$ cat config.mk
export PLATFORM = sky130hd
export DESIGN_NAME = jpvf_ram
export DESIGN_NICKNAME = d
export VERILOG_FILES = /design/src/design/jpvf_ram.sv
export SDC_FILE = /design/constraint.sdc
export NUM_CORES = 1
export LEC_CHECK = 0
export BUFFER_PORTS_ARGS = -buffer_cell sky130_fd_sc_hd__buf_2
export CORE_ASPECT_RATIO = 0.9
export CORE_UTILIZATION = 40
export CTS_BUF_LIST = sky130_fd_sc_hd__clkbuf_8 sky130_fd_sc_hd__clkbuf_16
export DETAILED_ROUTE_END_ITERATION = 8
export GPL_ROUTABILITY_DRIVEN = 0
export PLACE_DENSITY = 0.53
export SYNTH_ARGS = -nofsm -noshare
export SYNTH_HDL_FRONTEND = slang
export SYNTH_SLANG_ARGS = --single-unit
$ cat constraint.sdc
create_clock -name clk -period 2.1 [get_ports clk]
set_input_delay 0.105 -clock clk [delete_from_list [all_inputs] [get_ports clk]]
set_output_delay 0.105 -clock clk [all_outputs]
set_load 0.02 [all_outputs]
$ cat src/design/jpvf_ram.sv
// Generic single-port-write, single-port-read RAM with registered read data.
module jpvf_ram #(
  parameter int WIDTH = 8,
  parameter int DEPTH = 16
) (
  input  logic                                      clk,
  input  logic                                      wr_en,
  input  logic [(DEPTH > 1 ? $clog2(DEPTH) : 1)-1:0] wr_addr,
  input  logic [WIDTH-1:0]                          wr_data,
  input  logic                                      rd_en,
  input  logic [(DEPTH > 1 ? $clog2(DEPTH) : 1)-1:0] rd_addr,
  output logic [WIDTH-1:0]                          rd_data
);

  logic [WIDTH-1:0] mem [DEPTH];

  always_ff @(posedge clk) begin
    if (wr_en) begin
      mem[wr_addr] <= wr_data;
    end
    if (rd_en) begin
      rd_data <= mem[rd_addr];
    end
  end

endmodule

==> impl_metrics.yaml <==
timing:
  final_max_slew_viol_count: 0
  post-route-period-util: 0.711
  final.setup.tns_ns: 0
  layout_min_cycle_time_ns: 1.49
  finalHoldViolations: 0
  unrepaired_setup_endpoints_after_global_routing: "false"
  worstMarginPinSlew_ns: 0.440
  timing.final.setup_violations: 0
  holdWs_ns: 0.0686
  fmax_mhz: 670
  timing.clock.skew_ns: 0.00530
  max-slew-margin-rel: 0.707
global_routing:
  first_pass_grt_wire_length_mm: 15.5
  grt_pass1_vias: 2593
  grt-ovfl-total: 0
  antenna_found_initial: 0
  grt_start_max_net_pins: 33
  grt_use_total: 0.168
yosys:
  postSynthCellCount: 229
  postSynthAreaPerCell_um2: 22.8
  synth_fa_ha_area_frac: 0
  synth_xor_xnor_area_share: 0
  ys_top_cells_by_area: "edfxtp_1, mux4_2, mux4_1"
  synth-seq-area-share: 0.781
  basic_gate_share_of_the_synthesized_area_counting_and_or_nand_and_nor_cells: 0.0314
  synth_compound_area_frac: 0.0230
  synth_warnings: 0
  synth_top_family_by_area: "multiplexers"
  synth_seq_cells: 136
  yosysTopAreaCell: "edfxtp_1"
  muxShareOfSynthArea: 0.148
  syn-num-nets: 248
  synthDominantCellAreaShare: 0.781
  post_synth_num_cell_types: 18
  syn-cell-area_mm2: 0.00523
worst_setup_path:
  setup.worst_path.class: "reg2reg"
  cp_data_required_time_ns: 2.26
  path_cells: "mux4_1 -> a22oi_1 -> nand2_1"
  setup.worst_path.start_class: "flip-flop"
  timing.critical_path.buf_inv: 0
  max_stage_delay_ns: 0.50
  cp_capture_type: "flip-flop"
  critPathSlowestCell: "mux4_1"
  cp_data_arrival_time_ns: 1.65
  critPathMaxFanout: 1
  crit_family: "multiplexers"
cts:
  cts-buffers-inserted: 17
  clkTransAtPathRegs_ns: 0.06
  clock-sinks: 136
  htree_levels: 4
  cts_root_buffer: "clkbuf_16"
  tritoncts: "done"
  post_cts.resized_instances: 0
  clock_path_buffers: 2
  clk_latency_ns: 0.42
  post_cts.repair.setup_buffers: 0
  cts_hold_buffers_added: 0
cells_and_area:
  nets: 303
  post_route_cells_drive_above_1_share: 0.320
  area.growth.synth_to_final_pct: 21.1
  insertedDiodeCount: 0
pwr:
  power.ir.vdd_worst_mv: 0.550
  total_power_per_unit_cell_area_mw_per_mm2: 1070
  static-leakage-power_nw: 2.15
placed_design:
  io_buffers: 26
  hpwlAfterDp_mm: 6.19
run:
  drv_cap: 0
route:
  via_count: 2435
  drtIter0Drc: 189
  post_drt_via_cell_ratio: 5.28
  drc: 0
  route.antenna.remaining_nets: 0
  routed_wire_length_per_instance_um: 21.7
  routed_wl_mm: 10.0
  dr.pass1.iters: 4
die:
  floorplan_die_area_mm2: 0.0135
  io_pins: 27
  chipHeight_um: 110
  core.rowCount: 39
  die-width_um: 123
  core_mm2: 0.0127
  floorplan.initialDensity: 0.410
min_path:
  hold_path_class: "in2reg"
run_status:
  status: "complete, no violations"
==> kinds of logic after synthesis <==
family,Yosys count
flip-flops,136
AND/OR/NAND/NOR,35
multiplexers,32
AO/OA/AOI/OAI,16
buffers and inverters,10
==> flip-flops by register name, indices dropped and copies added, names as in the netlist <==
signal and cells:
mem 128, rd_data 8
==> area by class of cell <==
cell class	count	area, um^2
fill	1012	6400
sequential	136	4080
multi-input combinational	83	1060
clock buffer	17	425
timing repair buffer	46	305
clock inverter	15	255
tap	164	205
==> worst reg2reg max path, stage by stage, from the launching register on <==
cell,delay [ns]
edfxtp_1,0.35
mux4_1,0.50
a22oi_1,0.31
nand2_1,0.08
==> final timing paths <==
| kind | startpoint | to | slack, ns | cells past startpoint |
|---|---|---|---|---|
| setup / recovery | mem[1][3] | rd_data[3] | 0.61 | 3 |
| hold / removal | rd_en | rd_data[1] | 0.07 | 1 |
| setup reg to reg | mem[1][3] | rd_data[3] | 0.61 | 3 |
| hold reg to reg | mem[11][3] | rd_data[3] | 0.76 | 3 |
==> Yosys cell counts <==
| cell type | n |
|---|---|
| mux4_1 | 14 |
| edfxtp_1 | 136 |
| nor2_1 | 13 |
| a22oi_1 | 16 |
| clkdlybuf4s25_2 | 3 |
| nand2b_1 | 2 |
| buf_6 | 3 |
| and2b_1 | 1 |
| nor3_1 | 4 |
| buf_2 | 3 |
| nor2b_1 | 1 |
| nand3_1 | 1 |
| mux4_2 | 18 |
| nand3b_1 | 2 |
| nand2_1 | 9 |
| buf_4 | 1 |
| or3b_2 | 1 |
| and2_1 | 1 |
==> placed cells by master, fill, tap and decap left out, drive strengths merged, types with 2 or more instances in the layout <==
cell type  count
bufinv         7
nor2          13
a22oi         16
clkbuf        17
nand2b         2
mux4          32
nand2          9
buf           46
nor3           4
nand3b         2
clkinvlp       3
edfxtp       136
clkinv         5
==> where the power goes <==
group	leakage (nW)	internal (mW)	total, mW	switching, mW
sequential	1.24	3.06	3.08	0.0158
combinational	0.588	0.121	0.292	0.171
clock	0.324	2.33	3.39	1.07
total	2.15	5.51	6.76	1.25
==> per-stage QoR <==
step                      setup slack, ns  power (mW)  instances  utilization  area [um^2]
final                               0.607        6.76        461        0.497         6330
after CTS                           0.580        6.83        461        0.497         6330
after detailed placement            0.347        3.43        429        0.444         5650
after floorplan                     0.502        3.30        229            -         5230
after global routing                0.509        6.97        461        0.497         6330
after global placement              0.350        3.43        429        0.444         5650
==> per-layer routing <==
layer	vias to the layer above	global-route usage	share of wire
li1	1097	-	-
met1	1271	0.229	0.46
met2	56	0.245	0.48
met3	11	0.0491	0.045
met4	0	0.0846	0.017
met5	-	0	0
Power figures use the tool's default switching activity.
