File: src/design/jpvf_pkg.sv
// Shared widths, constants and limits for the joint position/velocity filter.
package jpvf_pkg;

  // Field widths of one update and one result
  localparam int JIDX_W = 4;
  localparam int POS_W  = 16;
  localparam int VEL_W  = 24;
  localparam int US_W   = 16;

  // Stream packing
  localparam int IN_TDATA_W   = 40;
  localparam int OUT_FIELDS_W = JIDX_W + POS_W + 2 * VEL_W;
  localparam int OUT_TDATA_W  = 72;
  localparam int OUT_PAD_W    = OUT_TDATA_W - OUT_FIELDS_W;

  // Divider datapath: a rate numerator is |dpos| * 1e6 (36 bits), doubled plus divisor
  localparam int PROD_W = 36;
  localparam int NUM_W  = PROD_W + 1;
  localparam int DEN_W  = US_W;

  // 3*a + b + c of 24-bit values
  localparam int SMOOTH_SUM_W = VEL_W + 3;

  localparam logic [19:0]      RATE_SCALE = 20'd1000000;
  localparam logic [DEN_W-1:0] SMOOTH_DIV = 16'd5;

  // Quotient magnitudes beyond these saturate
  localparam logic [NUM_W-1:0] SAT_POS_LIM = 37'h00_007F_FFFF;
  localparam logic [NUM_W-1:0] SAT_NEG_LIM = 37'h00_0080_0000;

  localparam logic signed [VEL_W-1:0] VEL_MAX = 24'sh7F_FFFF;
  localparam logic signed [VEL_W-1:0] VEL_MIN = 24'sh80_0000;

endpackage

File: src/design/jpvf_div.sv
// Bit-serial restoring divider: quo = floor((2*prod + den) / (2*den)), one bit per cycle.
module jpvf_div (
  input  logic                          clk,
  input  logic                          rst,
  input  logic                          start,
  input  logic [jpvf_pkg::PROD_W-1:0]   prod,
  input  logic [jpvf_pkg::DEN_W-1:0]    den,
  output logic                          done,
  output logic [jpvf_pkg::NUM_W-1:0]    quo
);

  localparam int NUM_W = jpvf_pkg::NUM_W;
  localparam int REM_W = jpvf_pkg::DEN_W + 1;
  localparam int CNT_W = $clog2(NUM_W + 1);

  logic             busy;
  logic [CNT_W-1:0] count;
  logic [NUM_W-1:0] nq;
  logic [REM_W-1:0] rem;
  logic [REM_W-1:0] dvs;
  logic [REM_W:0]   shifted;
  logic             fits;

  // Numerator bits leave at the top while quotient bits enter at the bottom
  assign shifted = {rem, nq[NUM_W-1]};
  assign fits    = shifted >= {1'b0, dvs};
  assign quo     = nq;

  always_ff @(posedge clk) begin
    if (rst) begin
      busy  <= 1'b0;
      done  <= 1'b0;
      count <= '0;
    end else begin
      done <= 1'b0;
      if (start) begin
        nq    <= {prod, 1'b0} + NUM_W'(den);
        rem   <= '0;
        dvs   <= {den, 1'b0};
        count <= CNT_W'(NUM_W);
        busy  <= 1'b1;
      end else if (busy) begin
        nq    <= {nq[NUM_W-2:0], fits};
        rem   <= fits ? REM_W'(shifted - {1'b0, dvs}) : shifted[REM_W-1:0];
        count <= count - 1'b1;
        if (count == CNT_W'(1)) begin
          busy <= 1'b0;
          done <= 1'b1;
        end
      end
    end
  end

endmodule

File: config.mk
export PLATFORM = sky130hd
export DESIGN_NAME = jpvf_div
export DESIGN_NICKNAME = d
export VERILOG_FILES = /design/src/design/jpvf_pkg.sv /design/src/design/jpvf_div.sv
export SDC_FILE = /design/constraint.sdc
export NUM_CORES = 1
export LEC_CHECK = 0
export ABC_AREA = 1
export BUFFER_PORTS_ARGS = -buffer_cell sky130_fd_sc_hd__buf_2
export CAP_MARGIN = 15
export CORE_UTILIZATION = 35
export CTS_BUF_LIST = sky130_fd_sc_hd__clkbuf_8
export DETAILED_ROUTE_END_ITERATION = 10
export GPL_ROUTABILITY_DRIVEN = 1
export PLACE_DENSITY = 0.51
export SKIP_LAST_GASP = 1
export SYNTH_ARGS = -nofsm -noshare
export SYNTH_HDL_FRONTEND = slang
export SYNTH_SLANG_ARGS = --single-unit
File: constraint.sdc
create_clock -name clk -period 8.71 [get_ports clk]
set_input_delay 0.4355 -clock clk [delete_from_list [all_inputs] [get_ports clk]]
set_output_delay 0.4355 -clock clk [all_outputs]
set_load 0.03 [all_outputs]
==> results of run 1 <==
==> state kept, by name, summed over array words and instances (netlist names) <==
signal,count
done,1
quo,37
busy,1
count,6
rem,17
dvs,16
==> worst max path at each step <==
stage | start | end | slack, ns | cells after the start
after floorplan | start | quo[0] | 4.76 | 3
after global placement | start | quo[7] | 6.10 | 5
after detailed placement | start | quo[5] | 6.07 | 5
after CTS | rem[14] | quo[0] | 6.22 | 7
after global routing | rem[14] | rem[4] | 6.06 | 8
final | rem[10] | quo[0] | 6.25 | 9
==> metrics by stage <==
| step | cells | util [%] | total power [W] | setup slack (ns) |
|---|---|---|---|---|
| final | 1161 | 41.3 | 0.00111 | 6.25 |
| after global routing | 1161 | 41.3 | 0.00118 | 6.06 |
| after CTS | 1161 | 41.3 | 0.00113 | 6.22 |
| after detailed placement | 1145 | 40.0 | 0.000811 | 6.07 |
| after global placement | 1145 | 40.0 | 0.000813 | 6.10 |
| after floorplan | 844 | - | 0.000718 | 4.76 |
==> logic make-up after synthesis <==
| kind of cell | synth area share, % |
|---|---|
| simple gates | 37.3 |
| fa+ha+maj | 7.61 |
| xor+xnor | 2.94 |
| flops | 38.0 |
| compound gates | 4.77 |
| buf+inv | 9.41 |
==> metal layers <==
| layer | routed length [um] | vias up | track usage (%) |
|---|---|---|---|
| li1 | - | 2876 | - |
| met1 | 7870 | 2459 | 25.7 |
| met2 | 7930 | 103 | 33.7 |
| met3 | 607 | 21 | 3.10 |
| met4 | 337 | 0 | 6.70 |
| met5 | 0 | - | 0 |
==> power groups by stage <==
| stage | clock, W | sequential, W | combinational [W] |
|---|---|---|---|
| 2_1_floorplan | 0 | 0.000496 | 0.000222 |
| 5_1_grt | 0.000335 | 0.000467 | 0.000380 |
| 3_3_place_gp | 0 | 0.000472 | 0.000341 |
| 4_1_cts | 0.000321 | 0.000464 | 0.000341 |
| 3_5_place_dp | 0 | 0.000472 | 0.000339 |
| 6_report | 0.000313 | 0.000463 | 0.000338 |
==> cells in the mapped netlist <==
cell type | instances | area [um^2]
a21oi_1 | 24 | 120
o21ai_1 | 1 | 5.00
inv_4 | 1 | 6.26
o21ai_0 | 21 | 105
nor2_2 | 9 | 56.3
a21o_1 | 1 | 7.51
buf_8 | 1 | 15.0
and2_1 | 2 | 12.5
nor3_1 | 13 | 65.1
a31oi_1 | 1 | 6.26
nand4_1 | 10 | 62.6
clkbuf_1 | 6 | 22.5
buf_4 | 2 | 15.0
nor2_1 | 84 | 315
nand2_4 | 3 | 33.8
or2_2 | 2 | 12.5
nor3b_1 | 1 | 7.51
buf_6 | 2 | 22.5
o21ai_2 | 1 | 8.76
dfxtp_1 | 8 | 160
o31ai_1 | 1 | 7.51
ha_1 | 33 | 413
nand3_1 | 68 | 340
edfxtp_1 | 70 | 2100
xor2_1 | 7 | 61.3
nor2_4 | 1 | 11.3
nand2_1 | 302 | 1130
nand2_2 | 6 | 37.5
buf_1 | 1 | 3.75
a211oi_1 | 1 | 7.51
inv_2 | 3 | 11.3
clkinv_1 | 1 | 3.75
o21a_1 | 1 | 7.51
a21oi_2 | 1 | 8.76
nand3b_1 | 16 | 120
fa_1 | 2 | 40.0
inv_1 | 120 | 450
nor4_1 | 1 | 6.26
buf_2 | 2 | 10.0
xnor2_1 | 13 | 114
and3_1 | 1 | 6.26
==> cells in the final DEF (no fill, tap or decap), drive strengths merged, types with 7 or more instances in the layout <==
master  instances
nand2         311
nor3           13
nand4          10
buf            95
nand3          68
nor2           94
xnor2          13
xor2            7
ha             33
inv           128
dfxtp           8
o21ai          23
clkbuf         10
a21oi          25
nand3b         16
edfxtp         70
==> final cells by class <==
class	instances	area share [%]
inverter	125	6.88
clock inverter	6	1.15
sequential	78	33.0
timing repair buffer	95	7.05
clock buffer	10	2.01
multi-input combinational	627	45.9
tap	220	4.02
==> worst reg2reg max path, stage by stage (launching register included) <==
cell and delay, ns:
edfxtp_1 0.41, ha_1 0.38, nand2_1 0.11, inv_1 0.06
nand2_1 0.07, nor3_1 0.07, a21oi_2 0.59, nand2_4 0.21
inv_4 0.24, o21ai_2 0.07
==> flow_summary_export.csv, run 1 <==
group,metric,value,unit
critical_path,reg2reg_depth,9,
clocking,clk_latency,0.37,ns
synthesis,syn_nets,934,
placement,dp_hpwl,13.1,mm
job,cap_violations,0,
clocking,numCtsBuffers,9,
synthesis,syn_area_per_cell,7.06,um^2
synthesis,synthesis.area,5960,um^2
sta,clock_skew,0.00547,ns
synthesis,ys_seq_elements,78,
global_routing,grt_pass1_vias,5233,
worst_hold_path,hp-start,"den[1]",
routing,drtIter0Drc,342,
floorplan,start_util,35.9,%
routing,postRouteAntennaNets,0,
pwr,p_switching,0.000386,W
critical_path,path_class,"flip-flop to flip-flop",
routing,avgRoutedWirePerCell,14.4,um
final_layout,seqCellArea,2260,um^2
final_layout,area_growth,15.1,%
sta,holdWs,0.256,ns
global_routing,grt_pass1_wl,26.9,mm
routing,dr_total_vias,5459,
floorplan,dieWidth,132,um
global_routing,grt_max_degree,71,
floorplan,rows,47,
floorplan,die_area,17500,um^2
clocking,clock-sinks,78,
floorplan,io-pin-count,93,
clocking,htree_levels,3,
pwr,power_frac_comb,30.3,%
placement,placed_cell_area,6640,um^2
final_layout,nets,1026,
clocking,cts_setup_buffers,0,
global_routing,antenna_found_initial,0,
status,status,"completed",
critical_path,rrSetupSlack,6.25,ns
critical_path,crit_chain,"ha_1 -> nand2_1 -> inv_1 -> nand2_1 -> nor3_1 -> a21oi_2 -> nand2_4 -> inv_4 -> o21ai_2",
sta,tightest_slew,0.760,ns
final_layout,final_layout_size_suffix_gt1_share,14.7,%
critical_path,crit_family,"compound AO/OA/AOI/OAI gates",
pwr,vdd_drop_max,0.0000717,V
critical_path,required,8.83,ns
sta,slew_violations,0,
critical_path,rr_endpoint,"quo[0]",
sta,finalSetupViolCount,0,
pwr,p_leak,3.42,nW
pwr,p_seq_share,41.6,%
clocking,cts.repair.resized,0,
sta,setup_tns,0,ns
floorplan,coreArea,16600,um^2
placement,portBuffers,92,
routing,wl,16.7,mm
synthesis,ys_warn_count,0,
critical_path,worstSetupEndpointType,"flip-flop",
final_layout,num_antenna_cells,0,
final_layout,design_area,6850,um^2
clocking,cts_tree,"built",
critical_path,cp_slowest_cell,"a21oi_2",
sta,fmax,0.407,GHz
final_layout,fill_cells,1810,
synthesis,synth_cells,844,
worst_hold_path,whs_path_depth,1,
pwr,powerDensity,163,nW/um^2
critical_path,critical-path-max-stage-delay,0.59,ns
sta,finalCritPeriodShare,28.2,%
critical_path,crit_buf_inv,2,
routing,remaining_drc_errors,0,
worst_hold_path,hp-class,"primary input to flip-flop",
critical_path,worst_path_most_repeated_cell,"nand2_1",
sta,rsz0062_at_grt,"false",
critical_path,arrival,2.57,ns
critical_path,critPathMaxFanout,12,
global_routing,grtUsageTotal,19.8,%
synthesis,synth.distinct_cells,41,
clocking,clockBufferDepth,2,
pwr,clockPowerShare,28.1,%
floorplan,die_h,132,um
global_routing,overflow,0,
pwr,swShare,34.6,%
routing,viasPerCell,4.70,
synthesis,synth-seq-area-share,38.0,%
sta,relSlewSlack,49.3,%
clocking,cts_root_buffer,"clkbuf_8",
critical_path,r2r-start,"rem[10]",
worst_hold_path,hold_end,"dvs[2]",
placement,place.gp.congestion,0.927,
sta,hold_viol_final,0,
routing,dr.pass1.iters,5,
final_layout,multi_input_area,3140,um^2
clocking,ctsHoldBuffers,0,
critical_path,worstSetupStartpointType,"flip-flop",
clocking,cts.clk_slew.worst_paths,0.09,ns
pwr,p_int,0.000728,W
sta,period_needed,2.46,ns
Note: power is estimated with default switching activity, not from simulation.
==> run 2, diff against run 1 <==
==> constraint.sdc (replaced) <==
create_clock -name clk -period 2.55 [get_ports clk]
set_input_delay 0.1275 -clock clk [delete_from_list [all_inputs] [get_ports clk]]
set_output_delay 0.1275 -clock clk [all_outputs]
set_load 0.03 [all_outputs]
==> run 2 against run 1 <==
Against the previous run:
- sequential power rose to 3.4 times the previous value
- wire length up 4.1%
- first-iteration DRC count grew 8.2%
- combinational power rose to 3.6 times the previous value
- highest routed layer unchanged
==> flow_summary_export.csv, run 2 (synthesized netlist as in run 1, its figures left out) <==
group,metric,value,unit
pwr,vdd_drop_max,0.000231,V
critical_path,reg2reg_depth,13,
clocking,numCtsBuffers,9,
placement,place.gp.congestion,0.897,
sta,finalCritPeriodShare,89.8,%
placement,dp_hpwl,13.5,mm
final_layout,final_cell_mix,"nand2_1 (302), inv_1 (119), buf_2 (92), nor2_1 (84), edfxtp_1 (70)",
floorplan,die_h,132,um
routing,dr.pass1.iters,5,
clocking,cts_setup_buffers,0,
routing,top_layer_used,"met4",
pwr,p_leak,3.52,nW
sta,holdWs,0.133,ns
floorplan,coreArea,16600,um^2
critical_path,rrSetupSlack,0.29,ns
worst_hold_path,whs_path_depth,5,
sta,hold_viol_final,0,
routing,drtIter0Drc,370,
floorplan,rows,47,
critical_path,critPathMaxFanout,5,
sta,finalSetupViolCount,0,
sta,clock_skew,0.0169,ns
clocking,cts_root_buffer,"clkbuf_8",
final_layout,nets,1048,
clocking,htree_levels,3,
floorplan,start_util,35.9,%
routing,wl,17.4,mm
routing,dr_total_vias,5672,
critical_path,required,2.70,ns
routing,wl_met1,8.17,mm
worst_hold_path,hp-start,"prod[35]",
sta,period_needed,2.29,ns
critical_path,arrival,2.44,ns
worst_hold_path,hold_end,"quo[36]",
routing,route.met2.wl,8.34,mm
global_routing,grt_pass1_vias,5452,
placement,dpl.cell_count,1150,
final_layout,largest_reg_flops,37,
clocking,clock-sinks,78,
routing,viasPerCell,4.79,
critical_path,worstSetupStartpointType,"primary input",
sta,tightest_slew,0.466,ns
clocking,cts.clk_slew.worst_paths,0.09,ns
critical_path,worstSetupEndpointType,"flip-flop",
floorplan,dieWidth,132,um
job,cap_violations,0,
global_routing,grt_max_degree,70,
critical_path,r2r-start,"rem[0]",
global_routing,antenna_found_initial,0,
sta,rsz0062_at_grt,"false",
final_layout,instances_no_fill,1183,
final_layout,final_layout_size_suffix_gt1_share,15.2,%
critical_path,rr_endpoint,"rem[15]",
floorplan,io-pin-count,93,
sta,fmax,0.437,GHz
final_layout,layout_commonest_cell,"nand2_1",
final_layout,num_antenna_cells,0,
routing,avgRoutedWirePerCell,14.7,um
routing,met3_length,557,um
global_routing,overflow,0,
clocking,clk_latency,0.39,ns
status,status,"completed",
global_routing,grtUsageTotal,20.8,%
worst_hold_path,hp-class,"primary input to flip-flop",
sta,slew_violations,0,
sta,setup_tns,0,ns
placement,portBuffers,92,
clocking,clockBufferDepth,2,
clocking,cts_tree,"built",
floorplan,die_area,17500,um^2
routing,postRouteAntennaNets,0,
final_layout,area_growth,19.3,%
critical_path,path_class,"primary input to flip-flop",
sta,relSlewSlack,68.6,%
routing,remaining_drc_errors,0,
global_routing,grt_pass1_wl,28.1,mm
pwr,powerDensity,561,nW/um^2
==> run 2: changes by cell type in the layout (fill, tap and decap cells not counted), moves of 2 or more <==
| cell | delta |
|---|---|
| inv_6 | +2 |
| inv_1 | -3 |
| buf_4 | +4 |
| dlygate4sd3_1 | +17 |
==> run 2: per-stage QoR <==
step | instance area [um^2] | utilization [%] | setup slack (ns) | power (W)
2_1_floorplan | 5960 | - | 0.0698 | 0.00245
3_3_place_gp | 6690 | 40.3 | 0.266 | 0.00279
3_5_place_dp | 6690 | 40.3 | 0.293 | 0.00279
4_1_cts | 7100 | 42.8 | 0.184 | 0.00403
5_1_grt | 7110 | 42.8 | 0.0570 | 0.00422
6_report | 7110 | 42.8 | 0.261 | 0.00399
==> run 2: layout make-up <==
cell class / instances / area [um^2]
sequential: 78 / 2260
tap: 220 / 275
fill: 1776 / 9480
multi-input combinational: 627 / 3150
inverter: 125 / 472
clock inverter: 7 / 120
clock buffer: 9 / 124
timing repair buffer: 117 / 703
==> run 2: worst max-delay path by stage <==
stage	slack [ns]	cells past startpoint	end	start
after floorplan	0.07	2	quo[0]	busy
after global placement	0.27	13	rem[15]	rem[0]
after detailed placement	0.29	13	rem[15]	rem[0]
after CTS	0.18	15	quo[25]	den[1]
after global routing	0.06	15	quo[29]	den[1]
final	0.26	15	quo[29]	den[1]
==> run 2: routing by layer <==
metal	global-route usage [%]	vias up
met5	0	-
met4	7.73	0
met3	3.30	26
met2	35.3	105
met1	26.6	2609
li1	-	2932
==> run 2: where the power goes <==
part	internal, W	total (W)	switching (W)
Sequential	0.00153	0.00158	0.0000566
Combinational	0.000416	0.00120	0.000780
Clock	0.000656	0.00121	0.000551
==> run 2: repair_timing <==
| action | CTS | global route |
|---|---|---|
| hold buffers | 17 | 0 |
| gates resized for setup | 0 | 2 |
| setup endpoints to repair | 0 | 4 |
| endpoints found under the hold margin | 17 | 0 |
==> run 2: critical path, cell delays in order <==
cell           delay (ns)
dlygate4sd3_1        0.52
buf_2                0.11
ha_1                 0.19
inv_1                0.07
fa_1                 0.40
inv_2                0.12
nand3_1              0.07
nand3_1              0.15
nand3_1              0.09
nand3_1              0.19
nand2_1              0.11
nand3_1              0.09
nand2_1              0.08
nand2_1              0.06
nand2_1              0.05
==> run 3, diff against run 2 <==
--- a/config.mk
+++ b/config.mk
@@ -17,3 +17,4 @@
 export SYNTH_ARGS = -nofsm -noshare
 export SYNTH_HDL_FRONTEND = slang
 export SYNTH_SLANG_ARGS = --single-unit
+export TNS_END_PERCENT = 30
==> constraint.sdc (replaced) <==
create_clock -name clk -period 2.9 [get_ports clk]
set_input_delay 0.145 -clock clk [delete_from_list [all_inputs] [get_ports clk]]
set_output_delay 0.145 -clock clk [all_outputs]
set_load 0.03 [all_outputs]
==> run 3 against run 2 <==
Against the previous run:
- sequential cell count unchanged
- cell count decreased by 0.17%
- worst setup slack improved by 0.18 ns
- power is 18% lower
- clock-buffer cell count is the same
- critical path depth unchanged
- non-clock buffer count decreased by 2
- utilization is 0.54 points lower
- register-to-register slack gained 0.39 ns
- combinational power shrank 13%
- design area decreased by 1.3%
- critical path type unchanged
- global-route usage down 0.32 points
==> flow_summary_export.csv, run 3 (synthesized netlist as in run 1, its figures left out) <==
group,metric,value,unit
status,status,"completed",
sta,tightest_slew,0.619,ns
critical_path,path_depth,15,
global_routing,use_met1,25.9,%
floorplan,coreArea,16600,um^2
sta,period_needed,2.46,ns
final_layout,final_util,42.3,%
routing,viasPerCell,4.67,
clocking,htree_levels,3,
routing,remaining_drc_errors,0,
critical_path,crit_chain,"dlygate4sd3_1 -> buf_2 -> ha_1 -> inv_1 -> fa_1 -> inv_1 -> nand3_1 -> nand3_1 -> nand2_1 -> nand3_1 -> nand2_1 -> nand2_1 -> nand3_1 -> nand3_1 -> nand2_1",
final_layout,layout_commonest_cell,"nand2_1",
critical_path,r2r-start,"rem[12]",
floorplan,die_area,17500,um^2
worst_hold_path,hp-class,"primary input to flip-flop",
sta,setup_tns,0,ns
global_routing,overflow,0,
placement,place.gp.congestion,0.928,
routing,wl,17.3,mm
final_layout,num_antenna_cells,0,
routing,postRouteAntennaNets,0,
global_routing,met3_usage,2.57,%
final_layout,final_layout_size_suffix_gt1_share,14.8,%
critical_path,cp_slowest_cell,"dlygate4sd3_1",
global_routing,grt_pass1_vias,5455,
sta,hold_viol_final,0,
clocking,cts_root_buffer,"clkbuf_8",
clocking,numCtsBuffers,9,
critical_path,critPathMaxFanout,5,
final_layout,largest_reg_flops,37,
job,cap_violations,0,
critical_path,worst_path_most_repeated_cell,"nand3_1",
critical_path,crit_start,"den[1]",
sta,worst_slack,0.444,ns
global_routing,grt.busiest_layer,"met2",
global_routing,grtUsageMet2,35.2,%
placement,place_ws,0.589,ns
clocking,cts_tree,"built",
critical_path,reg2reg_depth,11,
pwr,clockPowerShare,25.7,%
routing,drtIter0Drc,350,
global_routing,grt_max_degree,44,
critical_path,path_class,"primary input to flip-flop",
sta,holdWs,0.0498,ns
pwr,p_seq_share,42.5,%
placement,dp_hpwl,13.4,mm
sta,relSlewSlack,58.7,%
routing,dr.pass1.iters,5,
final_layout,multi_input_area,3140,um^2
floorplan,rows,47,
sta,clock_skew,0.00714,ns
critical_path,rrSetupSlack,0.68,ns
critical_path,crit_family,"simple AND/OR/NAND/NOR gates",
clocking,clockBufferDepth,2,
placement,portBuffers,92,
sta,finalCritPeriodShare,84.7,%
clocking,clock-sinks,78,
pwr,power_frac_comb,31.7,%
routing,avgRoutedWirePerCell,14.7,um
pwr,p_int,0.00210,W
floorplan,io-pin-count,93,
critical_path,crit_buf_inv,4,
critical_path,worstSetupStartpointType,"primary input",
global_routing,antenna_found_initial,0,
critical_path,worstSetupEndpointType,"flip-flop",
floorplan,die_h,132,um
routing,dr_total_vias,5516,
clocking,clk_latency,0.38,ns
final_layout,final_cell_mix,"nand2_1 (302), inv_1 (120), buf_2 (92), nor2_1 (84), edfxtp_1 (70)",
floorplan,dieWidth,132,um
critical_path,rr_endpoint,"quo[0]",
critical_path,critical-path-max-stage-delay,0.53,ns
critical_path,arrival,2.59,ns
final_layout,area_growth,17.8,%
global_routing,grt_pass1_wl,27.7,mm
pwr,p_switching,0.00118,W
clocking,cts.clk_slew.worst_paths,0.08,ns
pwr,p_leak,3.47,nW
final_layout,nets,1046,
final_layout,seqCellArea,2260,um^2
pwr,swShare,36.1,%
sta,slew_violations,0,
floorplan,start_util,35.9,%
sta,rsz0062_at_grt,"false",
final_layout,fill_cells,1812,
critical_path,required,3.03,ns
pwr,powerDensity,467,nW/um^2
pwr,vdd_drop_max,0.000195,V
sta,fmax,0.407,GHz
critical_path,cp-endpoint,"quo[33]",
global_routing,grtUsageTotal,20.5,%
sta,finalSetupViolCount,0,
run 3: worst register-to-register path, stage by stage, from the launching register on:
cell	delay (ns)
edfxtp_1	0.41
ha_1	0.38
nand2_2	0.12
inv_1	0.04
nand2_1	0.06
nand3_1	0.07
a21oi_1	0.19
nand2_2	0.11
nand2_4	0.16
nand2_4	0.13
inv_4	0.22
o21ai_2	0.07
run 3: layout make-up:
| class | count | share of cell area [%] |
|---|---|---|
| Inverter | 125 | 6.72 |
| Tap cell | 220 | 3.92 |
| Sequential cell | 78 | 32.2 |
| Clock buffer | 9 | 1.77 |
| Multi-Input combinational cell | 627 | 44.8 |
| Clock inverter | 7 | 0.927 |
| Timing Repair Buffer | 115 | 9.60 |
run 3: how the worst min path moves through the flow:
stage,start,endpoint,cells past startpoint
detailed placement,den[1],dvs[2],1
floorplan,rst,count[0],1
CTS,rst,count[0],2
finish,rst,count[0],2
global placement,den[1],dvs[2],1
global route,rst,count[0],2
run 3: what timing repair did:
| action | 4_1_cts | 5_1_grt |
|---|---|---|
| hold endpoints to repair | 16 | 0 |
| setup endpoints to repair | 0 | 0 |
| hold buffers | 16 | 0 |
| setup buffers | 0 | 0 |
| gates resized for setup | 0 | 0 |
run 3: power groups by stage:
stage          Sequential (W)  Combinational [W]  Clock [W]
3_3_place_gp          0.00142            0.00103          0
3_5_place_dp          0.00142            0.00102          0
5_1_grt               0.00141            0.00117   0.000916
2_1_floorplan         0.00149           0.000668          0
4_1_cts               0.00140            0.00105   0.000877
6_report              0.00139            0.00104   0.000843
run 3: routing by layer:
metal / up-vias / share of wire, %
met3: 27 / 2.9
met1: 2472 / 47
met4: 0 / 2.5
li1: 2919 / -
met2: 98 / 47
met5: - / 0
run 3: per-stage QoR:
stage | std cells | power, W | instance area (um^2)
final | 1181 | 0.00328 | 7020
after global routing | 1181 | 0.00349 | 7020
after CTS | 1181 | 0.00332 | 7020
after detailed placement | 1149 | 0.00244 | 6670
after global placement | 1149 | 0.00245 | 6670
after floorplan | 844 | 0.00216 | 5960
